$ cat config.mk
export PLATFORM = sky130hd
export DESIGN_NAME = lcd_window_write_stream
export DESIGN_NICKNAME = d
export VERILOG_FILES = /design/src/design/lwws_pkg.sv /design/src/design/lcd_window_write_stream.sv /design/src/design/lwws_byte_fmt.sv
export SDC_FILE = /design/constraint.sdc
export NUM_CORES = 1
export LEC_CHECK = 0
export ABC_CLOCK_PERIOD_IN_PS = 6500
export BUFFER_PORTS_ARGS = -buffer_cell sky130_fd_sc_hd__buf_2
export CELL_PAD_IN_SITES_DETAIL_PLACEMENT = 0
export CELL_PAD_IN_SITES_GLOBAL_PLACEMENT = 1
export CORE_MARGIN = 4
export CORE_UTILIZATION = 39
export CTS_CLUSTER_DIAMETER = 100
export DETAILED_ROUTE_END_ITERATION = 10
export GPL_TIMING_DRIVEN = 0
export PLACE_DENSITY = 0.79
export SYNTH_ARGS = -nofsm -noshare
export SYNTH_HDL_FRONTEND = slang
export SYNTH_SLANG_ARGS = --single-unit
export TNS_END_PERCENT = 20
$ cat constraint.sdc
create_clock -name i_clk -period 6.5 [get_ports i_clk]
set_input_delay 0.65 -clock i_clk [delete_from_list [all_inputs] [get_ports i_clk]]
set_output_delay 0.65 -clock i_clk [all_outputs]
set_load 0.05 [all_outputs]
$ cat src/design/lwws_pkg.sv
package lwws_pkg;

    // Item codes
    localparam logic ACT_WINDOW = 1'b0;
    localparam logic ACT_PIXEL  = 1'b1;

    // Controller command bytes
    localparam logic [7:0] CMD_COLUMN_SET   = 8'h2A;
    localparam logic [7:0] CMD_ROW_SET      = 8'h2B;
    localparam logic [7:0] CMD_MEMORY_WRITE = 8'h2C;

    // Byte position within one item
    typedef logic [3:0] t_pos;

    localparam t_pos POS_COL_CMD  = 4'd0;
    localparam t_pos POS_COL_X_HI = 4'd1;
    localparam t_pos POS_COL_X_LO = 4'd2;
    localparam t_pos POS_COL_E_HI = 4'd3;
    localparam t_pos POS_COL_E_LO = 4'd4;
    localparam t_pos POS_ROW_CMD  = 4'd5;
    localparam t_pos POS_ROW_Y_HI = 4'd6;
    localparam t_pos POS_ROW_Y_LO = 4'd7;
    localparam t_pos POS_ROW_E_HI = 4'd8;
    localparam t_pos POS_ROW_E_LO = 4'd9;
    localparam t_pos POS_MEM_CMD  = 4'd10;
    localparam t_pos POS_PIX_HI   = 4'd0;
    localparam t_pos POS_PIX_LO   = 4'd1;

    // Input beat
    typedef struct packed {
        logic        action;
        logic [8:0]  win_x;
        logic [8:0]  win_y;
        logic [8:0]  win_width;
        logic [8:0]  win_height;
        logic [15:0] pixel;
    } t_in_beat;

    // Output beat
    typedef struct packed {
        logic [7:0] spi_byte;
        logic       data_phase;
        logic       frame_end;
        logic       error;
        logic       last;
    } t_out_beat;

endpackage

$ cat src/design/lcd_window_write_stream.sv
// Window-write byte stream for an SPI display controller (RGB565).
// Input channel (i_in_valid / o_in_stall, i_in_beat): open-window items and
// pixel items. Output channel (o_out_valid / i_out_stall, o_out_beat): one
// byte per beat with data/command flag, frame-end flag, error and last.
// Config channel (i_cfg_valid / o_cfg_ready, i_cfg_data): panel_ready bit,
// always ready; write it only while the block is idle.
// An accepted item sits in the item register and the byte formatter emits
// one byte per cycle into the output register while the output is not
// stalled: 11 beats for an admitted window, 2 for a pixel, 1 error beat
// for a rejected item, the first of them after the item has entered the
// item register. The next item is accepted in the cycle its predecessor's
// last byte is loaded, so it is taken while that byte waits in the output.
// The window checks and the window-size product are done when the first
// byte of an item is loaded.
// Synchronous active-low reset clears panel_ready, the open-window state and
// all valid flags. A stall on the output holds the output register; the
// item register then holds too and the input is stalled if it holds an item.
module lcd_window_write_stream #(
    parameter int PANEL_WIDTH  = 320,
    parameter int PANEL_HEIGHT = 240
) (
    input  logic                i_clk,
    input  logic                i_rst_n,
    input  logic                i_in_valid,
    output logic                o_in_stall,
    input  lwws_pkg::t_in_beat  i_in_beat,
    output logic                o_out_valid,
    input  logic                i_out_stall,
    output lwws_pkg::t_out_beat o_out_beat,
    input  logic                i_cfg_valid,
    output logic                o_cfg_ready,
    input  logic                i_cfg_data
);

    localparam int PIX_W = $clog2(PANEL_WIDTH * PANEL_HEIGHT + 1);
    localparam logic [9:0] PW = 10'(PANEL_WIDTH);
    localparam logic [9:0] PH = 10'(PANEL_HEIGHT);

    logic                r_panel_ready;
    logic                r_window_open, n_window_open;
    logic [PIX_W-1:0]    r_pixels_left, n_pixels_left;
    logic                r_item_valid;
    lwws_pkg::t_in_beat  r_item;
    lwws_pkg::t_pos      r_pos;
    logic                r_ok;
    logic                r_out_valid;
    lwws_pkg::t_out_beat r_out;

    logic                w_advance;
    logic                w_fire;
    logic                w_first;
    logic                w_check_ok;
    logic                w_item_ok;
    logic                w_item_done;
    logic                w_accept;
    logic [17:0]         w_area;
    lwws_pkg::t_out_beat w_beat;

    // Handshakes
    assign w_advance   = !r_out_valid || !i_out_stall;
    assign w_fire      = r_item_valid && w_advance;
    assign w_item_done = w_fire && w_beat.last;
    assign o_in_stall  = r_item_valid && !w_item_done;
    assign w_accept    = i_in_valid && !o_in_stall;
    assign o_out_valid = r_out_valid;
    assign o_out_beat  = r_out;
    assign o_cfg_ready = 1'b1;

    // Item checks, evaluated on the first byte
    assign w_first = (r_pos == '0);
    always_comb begin
        if (r_item.action == lwws_pkg::ACT_WINDOW) begin
            w_check_ok = r_panel_ready && !r_window_open
                && (r_item.win_width != '0) && (r_item.win_height != '0)
                && ({1'b0, r_item.win_x} < PW) && ({1'b0, r_item.win_y} < PH)
                && ({1'b0, r_item.win_x} + {1'b0, r_item.win_width} <= PW)
                && ({1'b0, r_item.win_y} + {1'b0, r_item.win_height} <= PH);
        end else begin
            w_check_ok = r_window_open && (r_pixels_left != '0);
        end
    end
    assign w_item_ok = w_first ? w_check_ok : r_ok;
    assign w_area    = 18'(r_item.win_width) * 18'(r_item.win_height);

    lwws_byte_fmt u_fmt (
        .i_beat    (r_item),
        .i_pos     (r_pos),
        .i_ok      (w_item_ok),
        .i_pix_end (r_pixels_left == '0),
        .o_beat    (w_beat)
    );

    // Window state update on the first byte of an admitted item
    always_comb begin
        n_window_open = r_window_open;
        n_pixels_left = r_pixels_left;
        if (w_fire && w_first && w_check_ok) begin
            if (r_item.action == lwws_pkg::ACT_WINDOW) begin
                n_window_open = 1'b1;
                n_pixels_left = PIX_W'(w_area);
            end else begin
                n_pixels_left = r_pixels_left - PIX_W'(1);
                if (r_pixels_left == PIX_W'(1)) begin
                    n_window_open = 1'b0;
                end
            end
        end
    end

    // Control registers
    always_ff @(posedge i_clk) begin
        if (!i_rst_n) begin
            r_panel_ready <= 1'b0;
            r_window_open <= 1'b0;
            r_pixels_left <= '0;
            r_item_valid  <= 1'b0;
            r_pos         <= '0;
            r_out_valid   <= 1'b0;
        end else begin
            if (i_cfg_valid && o_cfg_ready) begin
                r_panel_ready <= i_cfg_data;
            end
            r_window_open <= n_window_open;
            r_pixels_left <= n_pixels_left;
            if (w_accept) begin
                r_item_valid <= 1'b1;
            end else if (w_item_done) begin
                r_item_valid <= 1'b0;
            end
            if (w_fire) begin
                r_pos <= w_beat.last ? '0 : r_pos + 4'd1;
            end
            if (w_advance) begin
                r_out_valid <= r_item_valid;
            end
        end
    end

    // Payload registers
    always_ff @(posedge i_clk) begin
        if (w_accept) begin
            r_item <= i_in_beat;
        end
        if (w_fire) begin
            r_ok  <= w_item_ok;
            r_out <= w_beat;
        end
    end

endmodule

$ cat src/design/lwws_byte_fmt.sv
module lwws_byte_fmt (
    input  lwws_pkg::t_in_beat  i_beat,
    input  lwws_pkg::t_pos      i_pos,
    input  logic                i_ok,
    input  logic                i_pix_end,
    output lwws_pkg::t_out_beat o_beat
);

    logic [9:0] w_last_col;
    logic [9:0] w_last_row;

    // Window end coordinates (inclusive)
    assign w_last_col = {1'b0, i_beat.win_x} + {1'b0, i_beat.win_width} - 10'd1;
    assign w_last_row = {1'b0, i_beat.win_y} + {1'b0, i_beat.win_height} - 10'd1;

    // Select the byte for the current position
    always_comb begin
        o_beat = '0;
        if (!i_ok) begin
            o_beat.error = 1'b1;
            o_beat.last  = 1'b1;
        end else if (i_beat.action == lwws_pkg::ACT_PIXEL) begin
            o_beat.data_phase = 1'b1;
            unique case (i_pos)
                lwws_pkg::POS_PIX_HI: begin
                    o_beat.spi_byte = i_beat.pixel[15:8];
                end
                lwws_pkg::POS_PIX_LO: begin
                    o_beat.spi_byte  = i_beat.pixel[7:0];
                    o_beat.frame_end = i_pix_end;
                    o_beat.last      = 1'b1;
                end
                default: begin
                    o_beat.last = 1'b1;
                end
            endcase
        end else begin
            o_beat.data_phase = 1'b1;
            unique case (i_pos)
                lwws_pkg::POS_COL_CMD: begin
                    o_beat.spi_byte   = lwws_pkg::CMD_COLUMN_SET;
                    o_beat.data_phase = 1'b0;
                end
                lwws_pkg::POS_COL_X_HI: o_beat.spi_byte = {7'd0, i_beat.win_x[8]};
                lwws_pkg::POS_COL_X_LO: o_beat.spi_byte = i_beat.win_x[7:0];
                lwws_pkg::POS_COL_E_HI: o_beat.spi_byte = {6'd0, w_last_col[9:8]};
                lwws_pkg::POS_COL_E_LO: begin
                    o_beat.spi_byte  = w_last_col[7:0];
                    o_beat.frame_end = 1'b1;
                end
                lwws_pkg::POS_ROW_CMD: begin
                    o_beat.spi_byte   = lwws_pkg::CMD_ROW_SET;
                    o_beat.data_phase = 1'b0;
                end
                lwws_pkg::POS_ROW_Y_HI: o_beat.spi_byte = {7'd0, i_beat.win_y[8]};
                lwws_pkg::POS_ROW_Y_LO: o_beat.spi_byte = i_beat.win_y[7:0];
                lwws_pkg::POS_ROW_E_HI: o_beat.spi_byte = {6'd0, w_last_row[9:8]};
                lwws_pkg::POS_ROW_E_LO: begin
                    o_beat.spi_byte  = w_last_row[7:0];
                    o_beat.frame_end = 1'b1;
                end
                lwws_pkg::POS_MEM_CMD: begin
                    o_beat.spi_byte   = lwws_pkg::CMD_MEMORY_WRITE;
                    o_beat.data_phase = 1'b0;
                    o_beat.last       = 1'b1;
                end
                default: begin
                    o_beat.last = 1'b1;
                end
            endcase
        end
    end

endmodule

==> run metrics, run 1 <==
status=completed; Synth top area share=25.6%; # hold bufs at CTS=0; global-route wire length before repair=32.1 mm; number of inserted diodes=0; reg-to-reg endpoint=r_pixels_left[15]; CTS H-Tree Depth=3; die height=149 microns; reg-to-reg slack, setup=430 ps; Core Rows=51; Final TNS setup=0 ps; largest stage delay on the critical path=710 ps; final std cells w/o fill=roughly 1200; Synth area leaders=edfxtp_1, fa_1, ha_1; number of global-route vias before repair=6146; clk_skew=13.6 ps; CORE AREA=19500 sq um; CP Capture Type=register; Post-Syn Area per Cell=9.48 sq um; Synth Net Count=987; CP max-delay cell=a2111oi_0; count of cell types in the netlist=76; io pins=74; drt initial violations=around 450; final core occ=44.9%; FF-to-FF path depth=19; hold path cells=1; Buffers & Inverters on Critical Path=4; sequential share of the synthesized area=32.1%; gpl congestion=0.852; die outline width=149 microns; Async SR Flop Fraction=0%; Clock Latency Late Sink=360 ps; CP Cell Sequence=clkbuf_1, nand2_1, fa_1, fa_1, inv_1, fa_1, inv_1, fa_1, inv_1, ha_1, or3_1, a311oi_1, nor3_1, a2111oi_0, a21oi_1, xnor2_1, nor2_1, a31oi_1, o32ai_1; fin nets=~1100; predominant post-synthesis flop cell=edfxtp_1; DRC Markers=0; number of max-cap violations=0; HPWL reported at the end of detailed placement=about 15 mm; Synthesis Warnings=0; CTS max path bufs=2; via count=~6200; Final Power=around 0.0023 W; Num CTS Buffers=9; clock sinks=91; CP Launch Type=register; register area=2480 sq um; worst-path fanout max=10; Synth Cell Area=7730 sq um; Synth Instances=815; hold endpoint=r_item[10]; placed cell count=1153; f_max=165 MHz; actual slew at the worst max-slew pin=between 700 and 800 ps; filler cell count=1882; first drt pass iteration count=5; Tmin final=6070 ps; Post-synth EDFFs=66; Final Max Slew Viols=0; Hold WC Path Type=primary input to register; worst hold start=i_in_beat[10]; Setup violations, final=0; RSZ-0062 raised after global routing=false; clock root buffer=clkbuf_16; footprint of the multi-input gates=4760 sq um; CP required=just under 7000 ps; post-route ant nets=0; synth-to-layout area growth=13.1%; post-CTS setup buffer count=0; Vias/cell=5.29; CTS tree=built; commonest cells after routing, fill and taps aside=inv_1, nand2_1, buf_2; r2r startpoint=r_item[25]; most common cell after layout, fill and taps aside=inv_1; post-cts resize count=0; leakage=3.73 nW; PwrDens=259 nW/um^2; Hold Vio Cnt, Final=0; global route overflow=0; Total Wirelength=19.5 mm; Initial Util=39.7%; die area=between 20000 and 25000 sq um; worst vdd ir=0.196 mV; post-synth top area cell=edfxtp_1; Critical Path AT=about 6300 ps; CP delay by family, top=adder cells; Total GRT Usage=18.4%; WS Path Type=register to register; largest net degree at the start of global routing=38; Most common cell on crit path=fa_1; ratio of cells with drive above 1 in the final layout=roughly an eighth; Yosys reg bits=91; initial antenna violation count=0; post-route clock period utilization=93.3%; CTS clk-pin slew, worst paths=80 ps; slew margin rel.=46.6%; Routed wire per std cell=16.7 microns; PortBufs=72
## through the flow
step / instance area (sq um) / setup WS [ps] / hold slack (ps)
CTS: 8740 / 438 / 451
finish: 8740 / 433 / 467
global route: 8740 / 27.5 / 450
floorplan: 7730 / 643 / 433
global placement: 8420 / -618 / 455
detailed placement: 8450 / 447 / 466
## Yosys cell counts, drive strengths merged (4+ instances only)
cell type / n
or4: 4
o21ai: 19
and3: 9
inv: 90
clkbuf: 31
o221ai: 4
xor2: 16
a222oi: 6
and2: 49
a211oi: 5
dfxtp: 25
nand3b: 4
a221oi: 4
buf: 6
mux2i: 5
ha: 62
nor2: 49
or2: 4
fa: 51
o22ai: 8
nand3: 20
xnor2: 24
nor3: 17
o21a: 12
o32ai: 7
a21o: 7
edfxtp: 66
nand2: 76
a22oi: 4
o211ai: 4
nor2b: 6
a31oi: 11
or3: 10
a21oi: 46
nor4: 7
## flip-flops by register name, summed over array words and instances (netlist names)
register and cells:
r_pos 4, r_item_valid 1, r_window_open 1, r_item 53, o_out_valid 1, r_ok 1, o_out_beat 12, r_panel_ready 1
r_pixels_left 17
## per-layer routing
metal,global-route usage (%),up-vias,routed length (microns)
met4,5.45,0,299
met3,2.86,21,855
li1,-,3026,-
met2,30.3,148,9430
met1,25.2,2987,8910
met5,0,-,0
## worst register-to-register path, stage by stage (launching register included)
cell and delay (ps):
edfxtp_1 400, clkbuf_1 510, nand2_1 190, fa_1 530
fa_1 540, inv_1 50, fa_1 520, inv_1 50
fa_1 530, inv_1 50, ha_1 240, or3_1 380
a311oi_1 390, nor3_1 120, a2111oi_0 710, a21oi_1 180
xnor2_1 220, nor2_1 80, a31oi_1 160, o32ai_1 90
## where the power goes
group	switching [W]	internal, W	total (W)	leakage (nW)
combinational	0.000623	0.000441	0.00106	2.76
sequential	0.0000219	0.000653	0.000675	0.831
clock	0.000256	0.000269	0.000525	0.137
## how the worst max path moves through the flow
stage	from	cells after the start	to
2_1_floorplan	r_item[16]	11	r_item[0]
3_3_place_gp	r_item[34]	11	r_item[32]
5_1_grt	r_item[26]	19	r_pixels_left[15]
3_5_place_dp	r_item[25]	19	r_pixels_left[15]
6_report	r_item[25]	19	r_pixels_left[15]
4_1_cts	r_item[25]	19	r_pixels_left[15]
## cell families after synthesis
logic type,count (synthesis),share of synthesized area (%)
compound gates,166,15.2
xor+xnor,40,4.63
fa+ha+maj,113,23.2
buf+inv,129,6.36
flops,91,32.1
mux,6,0.793
other cells,1,0.0485
simple gates,269,17.6
## layout make-up
type / instances / share of cell area [%]
Buffer: 37 / 1.67
Clock buffer: 9 / 2.58
Clock inverter: 7 / 0.787
Inverter: 92 / 3.95
Multi-Input combinational cell: 595 / 54.5
Sequential cell: 91 / 28.4
Tap cell: 265 / 3.79
Timing Repair Buffer: 73 / 4.35
Power figures use the tool's default switching activity.
==> run 2: changes to the inputs <==
==> constraint.sdc (replaced) <==
create_clock -name i_clk -period 6.5 [get_ports i_clk]
set_input_delay 0 -clock i_clk [delete_from_list [all_inputs] [get_ports i_clk]]
set_output_delay 0 -clock i_clk [all_outputs]
set_load 0.05 [all_outputs]
==> run metrics, run 2 (same netlist as run 1, synthesis figures left out) <==
met3 global-route usage=2.83%; die area=between 20000 and 25000 sq um; met2 usage=32.1%; slew margin rel.=46.4%; final std cells w/o fill=1226; Total GRT Usage=19.2%; via count=between 6000 and 7000; number of max-cap violations=0; Most flops, register=r_item; ratio of cells with drive above 1 in the final layout=11.1%; global-route wire length before repair=~34 mm; actual slew at the worst max-slew pin=784 ps; post-route ant nets=0; Routed wire per std cell=16.5 microns; Hold Vio Cnt, Final=0; CTS H-Tree Depth=3; post-cts resize count=0; Tmin final=6070 ps; largest net degree at the start of global routing=38; global route overflow=0; post-route setup slack=435 ps; max reg flops=53; die height=149 microns; WS Path Type=register to register; CTS clk-pin slew, worst paths=80 ps; status=completed; Design Area, Final=9310 sq um; footprint of the multi-input gates=~4800 sq um; Critical Path AT=6340 ps; PortBufs=72; gpl congestion=about 0.85; Core Rows=51; initial antenna violation count=0; RSZ-0062 raised after global routing=false; Hold WC Path Type=primary input to register; GRT Max-Usage Layer=met2; synth-to-layout area growth=20.5%; clock sinks=91; CTS tree=built; Setup violations, final=0; post-route clock period utilization=93.3%; commonest cells after routing, fill and taps aside=inv_1, nand2_1, buf_2; Total Wirelength=about 20 mm; f_max=165 MHz; leakage=3.97 nW; drt initial violations=around 460; clk_skew=13.4 ps; post-CTS setup buffer count=0; filler cell count=around 1800; worst-path fanout max=10; dpl cell area=8450 sq um; fin nets=between 1000 and 1500; first drt pass iteration count=6; Final Max Slew Viols=0; DRC Markers=0; M1 GR Usage=26.1%; DP Worst Slack=447 ps; io pins=74; CORE AREA=19500 sq um; Vias/cell=5.22; most common cell after layout, fill and taps aside=inv_1; Num CTS Buffers=9; PwrDens=between 200 and 250 nW/um^2; CP Capture Type=register; worst vdd ir=between 0.15 and 0.2 mV; die outline width=149 microns; HPWL reported at the end of detailed placement=15.0 mm; number of inserted diodes=0; number of global-route vias before repair=roughly 6400; Clock Latency Late Sink=360 ps; register area=2480 sq um; CTS max path bufs=2; CP required=6770 ps; CP Launch Type=register; clock root buffer=clkbuf_16; Initial Util=roughly two fifths; placed cell count=1153
## run 2: layout make-up
class                      instances  share of cell area (%)
buffer                            37                    1.57
clock buffer                       9                    2.42
clock inverter                     7                   0.739
inverter                          92                    3.71
multi-input combinational        595                    51.1
sequential                        91                    26.7
tap                              265                    3.56
timing repair buffer             130                    10.2
## run 2: timing repair
| item | CTS | global route |
|---|---|---|
| endpoints found under the setup margin | 0 | 0 |
| endpoints found under the hold margin | 56 | 0 |
| hold buffers | 57 | 0 |
## run 2: final timing paths
check / cells after the start / start / end / slack, ps
worst max-delay path: 19 / r_item[25] / r_pixels_left[15] / 430
worst max register to register: 19 / r_item[25] / r_pixels_left[15] / 430
worst min register to register: 2 / r_pixels_left[11] / r_pixels_left[11] / 470
worst min-delay path: 4 / i_rst_n / r_pos[2] / 120
## run 2: through the flow
step	power [W]	hold slack [ps]	TNS [ps]	util, %
finish	0.00229	120	0	47.8
CTS	0.00231	109	0	47.8
detailed placement	0.00175	178	0	43.4
floorplan	0.00149	98.9	0	-
global placement	0.00175	177	-32380	43.3
global route	0.00250	127	0	47.8
## run 2: metal layers
layer / routed length [microns] / vias up
li1: - / 3140
met1: 9220 / 3081
met2: 9940 / 161
met3: 816 / 20
met4: 296 / 0
met5: 0 / -
## run 2: critical path, stage by stage, from the launching register on
cell and delay, ps:
edfxtp_1 400, clkbuf_1 500, nand2_1 190, fa_1 530, fa_1 540, inv_1 50
fa_1 520, inv_1 50, fa_1 530, inv_1 50, ha_1 240, or3_1 380
a311oi_1 390, nor3_1 120, a2111oi_0 710, a21oi_1 180, xnor2_1 180, nor2_1 130
a31oi_1 60, o32ai_1 230
## run 2: power breakdown
group	internal, W	switching, W	leakage (nW)
clock	0.000269	0.000258	0.137
combinational	0.000464	0.000628	3.00
sequential	0.000653	0.0000223	0.831
total	0.00139	0.000908	3.97
